===== config.mk =====
export PLATFORM = sky130hd
export DESIGN_NAME = bti_ram
export DESIGN_NICKNAME = d
export VERILOG_FILES = /design/src/design/bti_ram.sv
export SDC_FILE = /design/constraint.sdc
export NUM_CORES = 1
export LEC_CHECK = 0
export CORE_MARGIN = 10
export CORE_UTILIZATION = 60
export CTS_CLUSTER_DIAMETER = 60
export DETAILED_ROUTE_END_ITERATION = 10
export DONT_BUFFER_PORTS = 1
export PLACE_DENSITY = 0.78
export SLEW_MARGIN = 25
export SYNTH_ARGS = -nofsm -noshare
export SYNTH_HDL_FRONTEND = slang
export SYNTH_SLANG_ARGS = --single-unit

===== constraint.sdc =====
create_clock -name clk -period 2.92 [get_ports clk]
set_input_delay 0.876 -clock clk [delete_from_list [all_inputs] [get_ports clk]]
set_output_delay 0.876 -clock clk [all_outputs]
set_load 0.05 [all_outputs]

===== src/design/bti_ram.sv =====
`default_nettype none

module bti_ram #(
  parameter int WIDTH = 8,
  parameter int DEPTH = 16
) (
  input  wire logic                     clk,
  input  wire logic                     we,
  input  wire logic [$clog2(DEPTH)-1:0] waddr,
  input  wire logic [WIDTH-1:0]         wdata,
  input  wire logic [$clog2(DEPTH)-1:0] raddr,
  output logic      [WIDTH-1:0]         rdata
);

  logic [WIDTH-1:0] mem [DEPTH];

  // one write port, one registered read port
  always_ff @(posedge clk) begin
    if (we) begin
      mem[waddr] <= wdata;
    end
    rdata <= mem[raddr];
  end

endmodule

`default_nettype wire


==> results.ini <==
[outcome]
status=finished, final reports clean

[layout]
multi_input_area_mm2=0.00106
mostFrequentLayoutCells=edfxtp_1, mux4_2, a22oi_1, clkbuf_16, mux4_1
diodes=0
mostFrequentLayoutCell=edfxtp_1
regArea_mm2=0.00400
layout-drive-gt1-share=0.211
stdcell_count=366
num-nets-final=266
fillers=472
syn2layout_area_growth_pct=14.2
fin_area_mm2=0.00588

[timing]
clock.fmax_ghz=0.495
setup_viol=0
rsz0062_at_grt=no
worst_pin_slew_ps=794
setup-tns-final_ps=0
finalCritPeriodShare=0.692
timing.hold.ws_ps=455
hold_violations=0
fin_crit_ps=2020
drv_slew=0
worst_slew_margin_rel=0.469
skew_ps=7.52

[placement]
port_buffers=0
place.gp.congestion=0.775
dp.cells=334
postPlaceCellArea_mm2=0.00527
hpwl_um=5800

[critical_path]
critPathLaunchType=register
worst_ep_required_time_ps=2040
cp-end-kind=primary output
critPathKind=reg2out
crit_fanout=1
crit_arrival_ps=1140

[global_route]
grt_first_pass_wirelength_um=15100
overflow=0
grt_max_degree=33
grt_pass1_vias=2396
antenna_found_initial=0
grt_usage=0.165

[run]
drv_cap=0

[logic_synthesis]
yosysTopAreaCell=edfxtp_1
ys_types=19
syn_area_mm2=0.00515
syn_inst=229
yosysWarnings=0
synth.area.top_cells=edfxtp_1, mux4_2, mux4_1
synth_nets=247
postSynthAreaPerCell_um2=22.5
yosysSeqAreaShare=0.778
synth_top_area_share=0.747
ys_seq_elements=136

[floorplanning]
dieArea_mm2=0.0127
start_util=0.620
io_pins=26
rows=33
core_mm2=0.00830
die_h_um=113
die_w_um=113

[route]
drcViolationCount=0
totalWireLength_um=10000
routed_via_density=6.42
antenna_left=0
wire_per_inst_um=27.4
via_count=2351
firstDrtPassIters=4
drt_iter0_markers=231

[pwr]
power.leakage_nw=1.95
p_per_area_mw_per_mm2=776
peakVddDrop_v=0.000523

[clock_tree]
clock-sinks=136
postCtsSetupBuffers=0
cts_max_level=4
ctsResizeCount=0
cts_root_buf=clkbuf_8
cts_hold_buffers=0
cts_tree=yes
tritoncts.num_buffers=17
cts.clk_slew.worst_paths_ps=60
cts_buffer_depth=2
insertion_delay_ps=510

[worst_hold_path]
hp-class=in2reg

[Yosys cell counts]
cell type and instances:
and2_1 1, mux4_2 18, edfxtp_1 128, buf_2 3, nand3_1 1, buf_6 3, nor3_1 4, nand2_1 9
mux4_1 14, a22oi_1 16, nand2b_1 2, nor2_1 13, buf_4 1, and2b_1 1, nor2b_1 1, or3b_2 1
nand3b_1 2, clkdlybuf4s25_2 3, dfxtp_1 8
[registers in the layout, summed over array words and instances (netlist names)]
name   count
mem      128
rdata      8
[area by class of cell]
type | count | area share
flip-flops and latches | 136 | 0.681
multi-input cells | 83 | 0.180
clock buffers | 23 | 0.0743
clock inverters | 9 | 0.0296
well taps | 105 | 0.0223
repair buffers | 10 | 0.0128
[logic make-up after synthesis]
group | share of synthesized area
simple gates | 0.0318
mux | 0.150
flops | 0.778
buf+inv | 0.0168
compound gates | 0.0233
[stage by stage]
step	utilization	total power, mW	worst slack, ps
finish	0.708	4.56	899
global route	0.708	4.69	853
CTS	0.708	4.60	861
detailed placement	0.635	2.40	789
global placement	0.635	2.40	801
floorplan	-	2.39	551
[layer usage]
layer | track usage | part of all wire | vias to the layer above
li1 | - | - | 1006
met1 | 0.217 | 0.40 | 1222
met2 | 0.240 | 0.48 | 109
met3 | 0.0570 | 0.10 | 14
met4 | 0.0778 | 0.016 | 0
met5 | 0 | 0 | -
[final timing paths]
| check | start | endpoint | slack (ps) | cells after the start |
|---|---|---|---|---|
| setup / recovery | rdata[0] | rdata[0] | 900 | 0 |
| hold / removal | wdata[4] | mem[1][4] | 460 | 0 |
| setup reg to reg | mem[9][5] | rdata[5] | 1490 | 3 |
| hold reg to reg | mem[12][7] | rdata[7] | 680 | 3 |
[power breakdown]
| part | leakage [nW] | total, mW | switching [mW] | internal (mW) |
|---|---|---|---|---|
| logic | 0.423 | 0.119 | 0.0546 | 0.0642 |
| clock network | 0.298 | 2.20 | 0.731 | 1.47 |
| registers | 1.22 | 2.25 | 0.0604 | 2.18 |
| total | 1.95 | 4.56 | 0.846 | 3.72 |
Power figures use the tool's default switching activity.
